### src/hw/rtl/dbds_pkg.sv
// Shared types and constants for the delta base digit symbolizer.
package dbds_pkg;

    localparam int DC_W    = 16;
    localparam int RANGE_W = 16;
    localparam int BASE_W  = 9;
    localparam int COUNT_W = 4;

    localparam logic [BASE_W-1:0] BASE_CAP = 9'd257;
    localparam logic [BASE_W-1:0] BASE_MIN = 9'd1;

    localparam logic [1:0] REG_DC_OFFSET   = 2'd0;
    localparam logic [1:0] REG_RANGE_LIMIT = 2'd1;
    localparam logic [1:0] REG_DIGIT_BASE  = 2'd2;
    localparam logic [1:0] REG_DIGIT_COUNT = 2'd3;

    typedef enum logic [5:0] {
        S_IDLE  = 6'b000001,
        S_ABS   = 6'b000010,
        S_CMP   = 6'b000100,
        S_START = 6'b001000,
        S_DIV   = 6'b010000,
        S_PUT   = 6'b100000
    } state_t;

    typedef struct packed {
        logic busy;
        logic done;
    } div_stat_t;

endpackage

### src/hw/rtl/dbds_divider.sv
// Bit-serial restoring divider: magnitude by radix, one quotient bit per cycle.
module dbds_divider #(
    parameter int MAG_W = 16
) (
    input  logic                        clk,
    input  logic                        rst_n,
    input  logic                        start,
    input  logic [MAG_W-1:0]            dividend,
    input  logic [dbds_pkg::BASE_W-1:0] divisor,
    output dbds_pkg::div_stat_t         stat,
    output logic [MAG_W-1:0]            quotient,
    output logic [dbds_pkg::BASE_W-1:0] remainder
);

    localparam int BIT_W = $clog2(MAG_W);

    logic                        busy_reg;
    logic                        done_reg;
    logic [BIT_W-1:0]            bit_reg;
    logic [MAG_W-1:0]            dq_reg;
    logic [dbds_pkg::BASE_W-1:0] rem_reg;

    logic [dbds_pkg::BASE_W:0]   trial;
    logic [dbds_pkg::BASE_W:0]   diff;
    logic                        fits;

    assign trial = {rem_reg, dq_reg[MAG_W-1]};
    assign fits  = trial >= {1'b0, divisor};
    assign diff  = trial - {1'b0, divisor};

    always_ff @(posedge clk or negedge rst_n)
    begin
        if (!rst_n)
        begin
            busy_reg <= 1'b0;
            done_reg <= 1'b0;
            bit_reg  <= '0;
        end
        else
        begin
            done_reg <= 1'b0;
            if (start)
            begin
                busy_reg <= 1'b1;
                bit_reg  <= '0;
            end
            else if (busy_reg)
            begin
                bit_reg <= bit_reg + 1'b1;
                if (bit_reg == BIT_W'(MAG_W - 1))
                begin
                    busy_reg <= 1'b0;
                    done_reg <= 1'b1;
                end
            end
        end
    end

    always_ff @(posedge clk)
    begin
        if (start)
        begin
            dq_reg  <= dividend;
            rem_reg <= '0;
        end
        else if (busy_reg)
        begin
            dq_reg  <= {dq_reg[MAG_W-2:0], fits};
            rem_reg <= fits ? diff[dbds_pkg::BASE_W-1:0] : trial[dbds_pkg::BASE_W-1:0];
        end
    end

    assign stat.busy = busy_reg;
    assign stat.done = done_reg;
    assign quotient  = dq_reg;
    assign remainder = rem_reg;

endmodule

### src/hw/rtl/delta_base_digit_symbolizer_core.sv
// Top level of the delta base digit symbolizer: delta, range check and digit sequencer.
//
// One sample is taken while in_stall is low; in_stall stays high until every
// result of that sample has been handed to the output register. An escape
// is put out after the delta, magnitude and range-check steps. A coded delta
// takes the same steps, puts out a sign result first when negative, then runs
// each digit through the shared bit-serial divider, which produces one
// quotient bit per cycle over the magnitude width (16 bits at the default
// sample width). out_stall can hold the sequencer in its put state.
module delta_base_digit_symbolizer_core #(
    parameter int SAMPLE_WIDTH = 16,
    parameter int MAX_DIGITS   = 8
) (
    input  logic                    clk,
    input  logic                    rst_n,
    input  logic                    psel,
    input  logic                    penable,
    input  logic                    pwrite,
    input  logic [3:0]              paddr,
    input  logic [31:0]             pwdata,
    output logic [31:0]             prdata,
    output logic                    pready,
    input  logic                    in_valid,
    output logic                    in_stall,
    input  logic [SAMPLE_WIDTH-1:0] sample,
    input  logic                    block_start,
    output logic                    out_valid,
    input  logic                    out_stall,
    output logic [8:0]              symbol,
    output logic [SAMPLE_WIDTH:0]   escape_value,
    output logic                    escape_valid,
    output logic                    run_last
);

    localparam int DW    = ((SAMPLE_WIDTH > dbds_pkg::DC_W) ? SAMPLE_WIDTH : dbds_pkg::DC_W) + 1;
    localparam int MAG_W = DW - 1;
    localparam int DIG_W = $clog2(MAX_DIGITS + 1);
    localparam logic [DIG_W-1:0] MAX_D = DIG_W'(MAX_DIGITS);

    logic [dbds_pkg::DC_W-1:0]    dc_offset_reg;
    logic [dbds_pkg::RANGE_W-1:0] range_limit_reg;
    logic [dbds_pkg::BASE_W-1:0]  digit_base_reg;
    logic [dbds_pkg::COUNT_W-1:0] digit_count_reg;

    dbds_pkg::state_t             state_reg;
    dbds_pkg::state_t             state_next;
    logic [SAMPLE_WIDTH-1:0]      prev_reg;
    logic [DW-1:0]                delta_reg;
    logic [DW-1:0]                mag_reg;
    logic [MAG_W-1:0]             work_reg;
    logic [DIG_W-1:0]             dig_idx_reg;
    logic [dbds_pkg::BASE_W-1:0]  pend_sym_reg;
    logic                         pend_esc_reg;
    logic                         pend_last_reg;
    logic                         pend_digit_reg;

    logic                         out_valid_reg;
    logic [8:0]                   symbol_reg;
    logic [SAMPLE_WIDTH:0]        escape_value_reg;
    logic                         escape_valid_reg;
    logic                         run_last_reg;

    logic                         cfg_write;
    logic                         in_take;
    logic                         out_free;
    logic                         put_now;
    logic [dbds_pkg::BASE_W-1:0]  base_eff;
    logic [DIG_W-1:0]             cnt_eff;
    logic [DW-1:0]                cur_ext;
    logic [DW-1:0]                ref_ext;
    logic [DW-1:0]                mag_calc;
    logic                         is_escape;
    logic                         is_last_digit;

    logic                         div_start;
    dbds_pkg::div_stat_t          div_stat;
    logic [MAG_W-1:0]             div_quo;
    logic [dbds_pkg::BASE_W-1:0]  div_rem;

    // Configuration port
    assign pready    = 1'b1;
    assign cfg_write = psel && penable && pwrite && pready;

    always_ff @(posedge clk or negedge rst_n)
    begin
        if (!rst_n)
        begin
            dc_offset_reg   <= '0;
            range_limit_reg <= '0;
            digit_base_reg  <= dbds_pkg::BASE_MIN;
            digit_count_reg <= dbds_pkg::COUNT_W'(1);
        end
        else if (cfg_write)
        begin
            unique case (paddr[3:2])
                dbds_pkg::REG_DC_OFFSET:   dc_offset_reg   <= pwdata[dbds_pkg::DC_W-1:0];
                dbds_pkg::REG_RANGE_LIMIT: range_limit_reg <= pwdata[dbds_pkg::RANGE_W-1:0];
                dbds_pkg::REG_DIGIT_BASE:  digit_base_reg  <= pwdata[dbds_pkg::BASE_W-1:0];
                dbds_pkg::REG_DIGIT_COUNT: digit_count_reg <= pwdata[dbds_pkg::COUNT_W-1:0];
                default: ;
            endcase
        end
    end

    always_comb
    begin
        unique case (paddr[3:2])
            dbds_pkg::REG_DC_OFFSET:   prdata = {16'd0, dc_offset_reg};
            dbds_pkg::REG_RANGE_LIMIT: prdata = {16'd0, range_limit_reg};
            dbds_pkg::REG_DIGIT_BASE:  prdata = {23'd0, digit_base_reg};
            dbds_pkg::REG_DIGIT_COUNT: prdata = {28'd0, digit_count_reg};
            default:                   prdata = '0;
        endcase
    end

    // Effective radix and digit count
    always_comb
    begin
        if (digit_base_reg == '0)
            base_eff = dbds_pkg::BASE_MIN;
        else if (digit_base_reg > dbds_pkg::BASE_CAP)
            base_eff = dbds_pkg::BASE_CAP;
        else
            base_eff = digit_base_reg;

        if (digit_count_reg == '0)
            cnt_eff = DIG_W'(1);
        else if (32'(digit_count_reg) > MAX_DIGITS)
            cnt_eff = MAX_D;
        else
            cnt_eff = DIG_W'(digit_count_reg);
    end

    // Datapath
    assign cur_ext  = {{(DW-SAMPLE_WIDTH){sample[SAMPLE_WIDTH-1]}}, sample};
    assign ref_ext  = block_start
                    ? {{(DW-dbds_pkg::DC_W){dc_offset_reg[dbds_pkg::DC_W-1]}}, dc_offset_reg}
                    : {{(DW-SAMPLE_WIDTH){prev_reg[SAMPLE_WIDTH-1]}}, prev_reg};
    assign mag_calc = delta_reg[DW-1] ? (~delta_reg + 1'b1) : delta_reg;
    assign is_escape = mag_reg > {{(DW-dbds_pkg::RANGE_W){1'b0}}, range_limit_reg};
    assign is_last_digit = dig_idx_reg == (cnt_eff - 1'b1);

    assign in_take   = in_valid && (state_reg == dbds_pkg::S_IDLE);
    assign out_free  = !out_valid_reg || !out_stall;
    assign put_now   = (state_reg == dbds_pkg::S_PUT) && out_free;
    assign div_start = state_reg == dbds_pkg::S_START;

    dbds_divider #(
        .MAG_W (MAG_W)
    ) u_divider (
        .clk       (clk),
        .rst_n     (rst_n),
        .start     (div_start),
        .dividend  (work_reg),
        .divisor   (base_eff),
        .stat      (div_stat),
        .quotient  (div_quo),
        .remainder (div_rem)
    );

    // Sequencer
    always_comb
    begin
        state_next = state_reg;
        unique case (state_reg)
            dbds_pkg::S_IDLE:  if (in_valid) state_next = dbds_pkg::S_ABS;
            dbds_pkg::S_ABS:   state_next = dbds_pkg::S_CMP;
            dbds_pkg::S_CMP:
                if (is_escape || delta_reg[DW-1])
                    state_next = dbds_pkg::S_PUT;
                else
                    state_next = dbds_pkg::S_START;
            dbds_pkg::S_START: state_next = dbds_pkg::S_DIV;
            dbds_pkg::S_DIV:   if (div_stat.done) state_next = dbds_pkg::S_PUT;
            dbds_pkg::S_PUT:
                if (out_free)
                    state_next = pend_last_reg ? dbds_pkg::S_IDLE : dbds_pkg::S_START;
            default:           state_next = dbds_pkg::S_IDLE;
        endcase
    end

    always_ff @(posedge clk or negedge rst_n)
    begin
        if (!rst_n)
        begin
            state_reg   <= dbds_pkg::S_IDLE;
            prev_reg    <= '0;
            dig_idx_reg <= '0;
        end
        else
        begin
            state_reg <= state_next;
            if (in_take)
            begin
                prev_reg    <= sample;
                dig_idx_reg <= '0;
            end
            else if (put_now && pend_digit_reg)
                dig_idx_reg <= dig_idx_reg + 1'b1;
        end
    end

    always_ff @(posedge clk)
    begin
        if (in_take)
            delta_reg <= cur_ext - ref_ext;
        if (state_reg == dbds_pkg::S_ABS)
            mag_reg <= mag_calc;
        if (state_reg == dbds_pkg::S_CMP)
        begin
            work_reg       <= mag_reg[MAG_W-1:0];
            pend_digit_reg <= 1'b0;
            if (is_escape)
            begin
                pend_sym_reg  <= base_eff;
                pend_esc_reg  <= 1'b1;
                pend_last_reg <= 1'b1;
            end
            else
            begin
                pend_sym_reg  <= base_eff + 1'b1;
                pend_esc_reg  <= 1'b0;
                pend_last_reg <= 1'b0;
            end
        end
        else if (state_reg == dbds_pkg::S_DIV && div_stat.done)
        begin
            work_reg       <= div_quo;
            pend_sym_reg   <= div_rem;
            pend_esc_reg   <= 1'b0;
            pend_last_reg  <= is_last_digit;
            pend_digit_reg <= 1'b1;
        end
    end

    // Output register
    always_ff @(posedge clk or negedge rst_n)
    begin
        if (!rst_n)
            out_valid_reg <= 1'b0;
        else if (put_now)
            out_valid_reg <= 1'b1;
        else if (!out_stall)
            out_valid_reg <= 1'b0;
    end

    always_ff @(posedge clk)
    begin
        if (put_now)
        begin
            symbol_reg       <= pend_sym_reg;
            escape_value_reg <= pend_esc_reg ? delta_reg[SAMPLE_WIDTH:0] : '0;
            escape_valid_reg <= pend_esc_reg;
            run_last_reg     <= pend_last_reg;
        end
    end

    assign in_stall     = state_reg != dbds_pkg::S_IDLE;
    assign out_valid    = out_valid_reg;
    assign symbol       = symbol_reg;
    assign escape_value = escape_value_reg;
    assign escape_valid = escape_valid_reg;
    assign run_last     = run_last_reg;

    a_escape_is_last: assert property (@(posedge clk) disable iff (!rst_n)
        out_valid && escape_valid |-> run_last)
        else $error("escape result not flagged as last");

    a_plain_value_zero: assert property (@(posedge clk) disable iff (!rst_n)
        out_valid && !escape_valid |-> escape_value == '0)
        else $error("escape value set on a digit or sign result");

    a_digit_in_range: assert property (@(posedge clk) disable iff (!rst_n)
        out_valid && !escape_valid && symbol != 9'(base_eff + 1'b1) |-> symbol < base_eff)
        else $error("digit not below radix");

    a_start_when_free: assert property (@(posedge clk) disable iff (!rst_n)
        div_start |-> !div_stat.busy)
        else $error("divider restarted while busy");

    a_put_after_done: assert property (@(posedge clk) disable iff (!rst_n)
        state_reg == dbds_pkg::S_DIV && div_stat.done |=> state_reg == dbds_pkg::S_PUT)
        else $error("digit lost after divide");

endmodule
### config.mk
export PLATFORM = sky130hd
export DESIGN_NAME = delta_base_digit_symbolizer_core
export DESIGN_NICKNAME = d
export VERILOG_FILES = /design/src/hw/rtl/dbds_pkg.sv /design/src/hw/rtl/dbds_divider.sv /design/src/hw/rtl/delta_base_digit_symbolizer_core.sv
export SDC_FILE = /design/constraint.sdc
export NUM_CORES = 1
export LEC_CHECK = 0
export BUFFER_PORTS_ARGS = -buffer_cell sky130_fd_sc_hd__buf_2
export CORE_AREA = 2 2 163 165
export CTS_BUF_LIST = sky130_fd_sc_hd__clkbuf_8
export DETAILED_ROUTE_END_ITERATION = 12
export DIE_AREA = 0 0 165 167
export HOLD_SLACK_MARGIN = 0.12
export PLACE_DENSITY = 0.61
export SYNTH_ARGS = -nofsm -noshare
export SYNTH_HDL_FRONTEND = slang
export SYNTH_HIERARCHICAL = 1
export SYNTH_SLANG_ARGS = --single-unit
### constraint.sdc
create_clock -name clk -period 6.9 [get_ports clk]
set_clock_uncertainty 0.05 [all_clocks]
set_input_delay 1.035 -clock clk [delete_from_list [all_inputs] [get_ports clk]]
set_output_delay 1.035 -clock clk [all_outputs]
set_load 0.02 [all_outputs]
* Yosys cells after proc, flatten, opt, wreduce, memory -nomap -nowiden
Index checks and enable logic that the tools add are counted.
** Storage, ports and cells
- Output and inout port bits :: 63
- Input bits :: 60
- Bits in registers :: 193
- Logic and storage cells :: 112
** Cells by class
- Mux-type cells :: 38
- Order comparisons :: 4
- Reduce and logical (&&, ||, !) cells :: 21
- $add $sub $neg :: 7
- Bitwise gates (word level) :: 1
- Equal/unequal tests :: 16
** Operators by type and width (number)
- one-hot mux 32 bit (4 select lines) :: 1
- two-way mux 16 bit :: 5
- two-way mux 9 bit :: 6
- one-hot mux 6 bit (6 select lines) :: 1
- two-way mux 4 bit :: 7
- two-way mux 6 bit :: 4
- adder 17 x 1 -> 17 bit (second input constant) :: 1
- greater-than comparator 17 x 16 -> 1 bit :: 1
- two-way mux 17 bit :: 1
- NOT 17 bit :: 1
- subtractor 17 bit :: 1
- two-way mux 1 bit :: 13
- >= comparator 10 x 9 -> 1 bit :: 1
- adder 9 x 1 -> 9 bit (second input constant) :: 1
- greater-than comparator 9 bit (second input constant) :: 1
- zero test 9 bit :: 1
- subtractor 9 bit :: 1
- adder 4 x 1 -> 4 bit (second input constant) :: 2
- AND reduction 2 bit :: 4
- == test 6 x 1 -> 1 bit (second input constant) :: 1
- == test 6 x 2 -> 1 bit (second input constant) :: 1
- == test 6 x 3 -> 1 bit (second input constant) :: 1
- == test 6 x 4 -> 1 bit (second input constant) :: 1
- == test 6 x 5 -> 1 bit (second input constant) :: 1
- 17 further kinds :: 29

* Logic depth before layout (Yosys ltp)
- Word-level depth :: 7
- Depth in mapped cells :: 12
- Depth with buffers taken out :: 12

* Cells and area by module
The synthesis kept the hierarchy.
** Modules (own cells, without submodules)
- delta_base_digit_symbolizer_core :: seq. area each 4498.1 sq um, cells each 748, instances 1, area an instance 8356.8 sq um
- dbds_divider :: seq. area each 810.8 sq um, cells each 170, instances 1, area an instance 1831.8 sq um

* Least setup slack after synthesis
No wires, ideal clock.
- Kind :: input port to flip-flop
- Start point :: in block_start
- End point :: reg delta_reg[15] (data pin)
- Path buffers :: 2
- Data required time :: 6.592 ns
- Path slack :: 3.242 ns
- Arrival :: 3.350 ns
- Setup time :: 0.258 ns
- Stages on the path :: 10
- Cells stage by stage :: clkbuf_1 > buf_1 > mux2i_1 > ha_1 > a21oi_1 > o21ai_1 > a22o_1 > a311o_1 > a21oi_1 > xnor2_1
** Between the ends
- Cells in the longest elaborated chain, start to end :: 2
** Ends and longest elaborated chain
- start: declaration :: RTL line delta_base_digit_symbolizer_core.sv:26 : input logic block_start,
- two-way mux 17 bit :: RTL line delta_base_digit_symbolizer_core.sv:137 : ? {{(DW-dbds_pkg::DC_W){dc_offset_reg[dbds_pkg::DC_W-1]}}, dc_offset_reg}
- subtractor 17 bit :: RTL line delta_base_digit_symbolizer_core.sv:206 : delta_reg <= cur_ext - ref_ext;
- end signal: assignment :: RTL line delta_base_digit_symbolizer_core.sv:206
- end: declaration :: RTL line delta_base_digit_symbolizer_core.sv:48 : logic [DW-1:0] delta_reg;
No other way between the ends.
A chain may end at the register's enable or synchronous reset.

* Worst setup path after layout
- Start point :: reg digit_base_reg[5] (netlist bit)
- End point :: reg u_divider.dq_reg[0], in the netlist u_divider/quotient[0] (data pin)
** Between the ends
- Cells in the longest elaborated chain, start to end :: 6
- Elaborated cells on any way between the ends :: 7
- Those cells by class :: order compare: 2; mux: 4; reduce/logical: 1
** Ends and longest elaborated chain
- start: declaration :: RTL line delta_base_digit_symbolizer_core.sv:42 : logic [dbds_pkg::BASE_W-1:0] digit_base_reg;
- start signal: assignment :: RTL line delta_base_digit_symbolizer_core.sv:90 : digit_base_reg <= dbds_pkg::BASE_MIN;
- start signal: assignment :: RTL line delta_base_digit_symbolizer_core.sv:98 : dbds_pkg::REG_DIGIT_BASE: digit_base_reg <= pwdata[dbds_pkg::BASE_W-1:0];
- greater-than comparator 9 bit :: RTL line delta_base_digit_symbolizer_core.sv:121 : else if (digit_base_reg > dbds_pkg::BASE_CAP)
- two-way mux 9 bit :: RTL line delta_base_digit_symbolizer_core.sv:121
- two-way mux 9 bit * :: RTL line delta_base_digit_symbolizer_core.sv:119 : if (digit_base_reg == '0)
- via base_eff, one bit :: RTL line delta_base_digit_symbolizer_core.sv:67 : logic [dbds_pkg::BASE_W-1:0] base_eff;
- >= comparator 10 x 9 -> 1 bit * :: RTL line dbds_divider.sv:28 : assign fits = trial >= {1'b0, divisor};
- two-way mux 16 bit * :: RTL line dbds_divider.sv:66 : else if (busy_reg)
- two-way mux 16 bit * :: RTL line dbds_divider.sv:61 : if (start)
- end signal: assignment :: RTL line dbds_divider.sv:63 : dq_reg <= dividend;
- end signal: assignment :: RTL line dbds_divider.sv:68 : dq_reg <= {dq_reg[MAG_W-2:0], fits};
- end: declaration :: RTL line dbds_divider.sv:20 : logic [MAG_W-1:0] dq_reg;
The timed path passes the listed nets; every way through them passes the cells marked *. The select of a mux whose other input is x is not followed.

==> flow_metrics.env <==
export IMPL_status="completed"
export IMPL_grt_max_degree=55
export IMPL_timing_slew_headroom_pct=30.1
export IMPL_coreArea_um2=25800
export IMPL_fin_tns_setup_ps=0
export IMPL_remaining_global_route_overflow=0
export IMPL_yosysWarningCount=6
export IMPL_synth_avg_cell_area_um2=11.1
export IMPL_synth_area_um2=10200
export IMPL_floorplan_die_area_um2=27600
export IMPL_irDropWorstVdd_mv=0.145
export IMPL_cells_after_synth=917
export IMPL_clk_pin_slew_ps=100
export IMPL_cts_buffers=17
export IMPL_routedWlPerCell_um=16.8
export IMPL_totalWireLength_um=22600
export IMPL_grt_pass1_vias=6672
export IMPL_htree_num_levels=4
export IMPL_cellLeakagePower_nw=4.81
export IMPL_gp_routability_congestion=0.832
export IMPL_critPathKind="reg2reg"
export IMPL_clk_path_buf_depth=2
export IMPL_worstMarginPinSlew_ps=1050
export IMPL_floorplan_rows=59
export IMPL_remaining_drc_errors=0
export IMPL_critical_path_cell_chain="or4_1 > nor4_1 > xnor2_1 > nand2b_1 > ha_1 > inv_1 > fa_1 > a211oi_1 > o21a_1 > o211ai_2 > mux2_2"
export IMPL_hold_path_class="reg2reg"
export IMPL_ctsResizeCount=0
export IMPL_cp_arrival_ps=4010
export IMPL_die_w_um=165
export IMPL_critical_path_max_stage_delay_ps=520
export IMPL_cts_root_buf="sky130_fd_sc_hd__clkbuf_8"
export IMPL_cts_hold_buffers=0
export IMPL_worst_hold_slack_across_all_endpoints_ps=378
export IMPL_dpl_hpwl_um=16500
export IMPL_critPathCaptureType="register"
export IMPL_setup_viol=0
export IMPL_period_utilization_pct=55.5
export IMPL_finalHoldViolCount=0
export IMPL_report_final_slew_viol_count=0
export IMPL_period_minus_slack_ps=3830
export IMPL_grt_util_all_layers_pct=16.9
export IMPL_post_cts_repair_setup_buffers=0
export IMPL_powerDensity_nw_per_um2=356
export IMPL_worst_ep_required_time_ps=7070
export IMPL_io_buffer_count=87
export IMPL_critPathLaunchType="register"
export IMPL_fp_dieH_um=167
export IMPL_share_of_layout_cells_above_drive_strength_1_pct=19.7
export IMPL_avgViaCountPerCell=5.05
export IMPL_drv_max_cap_violation_count=0
export IMPL_effective_utilization_at_floorplan_pct=39.5
export IMPL_grt_setup_unrepaired="false"
export IMPL_finalNetCount=1105
export IMPL_final_antenna_net_count=0
export IMPL_cts_num_sinks=193
export IMPL_antenna_diode_count=0
export IMPL_synthToLayoutAreaGrowth_pct=11.2
export IMPL_finish_utilization_pct=43.9
export IMPL_grt_first_pass_wirelength_um=35800
export IMPL_timing_fmax_ghz=0.261
export IMPL_fillerInstances=2449
export IMPL_worstSkewPairLatency_ps=470
export IMPL_critical_path_slowest_cell="sky130_fd_sc_hd__or4_1"
export IMPL_crit_fanout=8
export IMPL_grt_antenna_before_repair=0
export IMPL_cts_tree="done"
export IMPL_drt_pass1_iterations=5
export IMPL_starting_drc_count_in_detailed_routing=480
export IMPL_route_vias_total=6788
export IMPL_ios=123
## worst max-delay path, delay by kind of cell, from the launching register on
| family | cells | cell delay, ps |
|---|---|---|
| AO/OA/AOI/OAI | 3 | 1070 |
| XOR/XNOR | 1 | 110 |
| adder cells (fa/ha/maj) | 2 | 590 |
| buffers and inverters | 1 | 50 |
| flip-flops | 1 | 440 |
| multiplexers | 1 | 370 |
| AND/OR/NAND/NOR | 3 | 920 |
## path summary, 6_finish.rpt
path,start,endpoint,slack [ps],cells past startpoint
max reg2reg,digit_base_reg[5]$_DFFE_PN0P_,u_divider/quotient[0]$_DFFE_PP_,3070,11
min reg2reg,pend_sym_reg[6]$_DFFE_PP_,symbol[6]$_DFFE_PP_,380,0
min in group asynchronous,rst_n,state_reg[4]$_DFFE_PN0P_,440,1
max,digit_base_reg[5]$_DFFE_PN0P_,u_divider/quotient[0]$_DFFE_PP_,3070,11
max in group asynchronous,rst_n,range_limit_reg[1]$_DFFE_PN0P_,5270,2
min,pend_sym_reg[6]$_DFFE_PP_,symbol[6]$_DFFE_PP_,380,0
## metrics by stage
stage	instance area, um2	std cells	power (W)	setup WS [ps]
floorplan	10200	932	0.00292	3240
global placement	10900	1313	0.00325	2830
detailed placement	10900	1313	0.00329	2810
CTS	11300	1345	0.00406	3070
global route	11300	1345	0.00431	2840
finish	11300	1345	0.00403	3070
## power by group
part           internal, W  total (W)  switching [W]
sequential         0.00158    0.00185       0.000265
clock             0.000363   0.000765       0.000402
combinational     0.000626    0.00142       0.000791
total              0.00257    0.00403        0.00146
## cell type report
type | instances | area [um2] | share of cell area (%)
Sequential cell | 193 | 5310 | 46.9
Multi-Input combinational cell | 642 | 4510 | 39.8
Timing Repair Buffer | 96 | 505 | 4.47
Tap cell | 335 | 419 | 3.70
Clock buffer | 18 | 248 | 2.19
Inverter | 47 | 176 | 1.56
Clock inverter | 14 | 153 | 1.35
## placed cells by master (no fill, tap or decap), drive strengths merged, types with 9 or more instances in the layout
master	instances
a211oi	12
a21oi	24
and2	21
buf	96
clkbuf	18
conb	17
dfrtp	75
dfxtp	10
edfxtp	105
ha	46
inv	53
mux2	47
mux2i	35
nand2	148
nand2b	10
nand3	9
nor2	51
nor2b	11
nor3	14
o21ai	49
xnor2	37
xor2	13
## routing by layer
layer / wire length, um / vias to the layer above / global-route usage [%]
met2: 10600 / 135 / 27.1
met5: 0 / - / 0
met1: 10800 / 3285 / 23.7
li1: - / 3346 / -
met3: 921 / 22 / 3.14
met4: 275 / 0 / 4.20
Power figures use the tool's default switching activity.
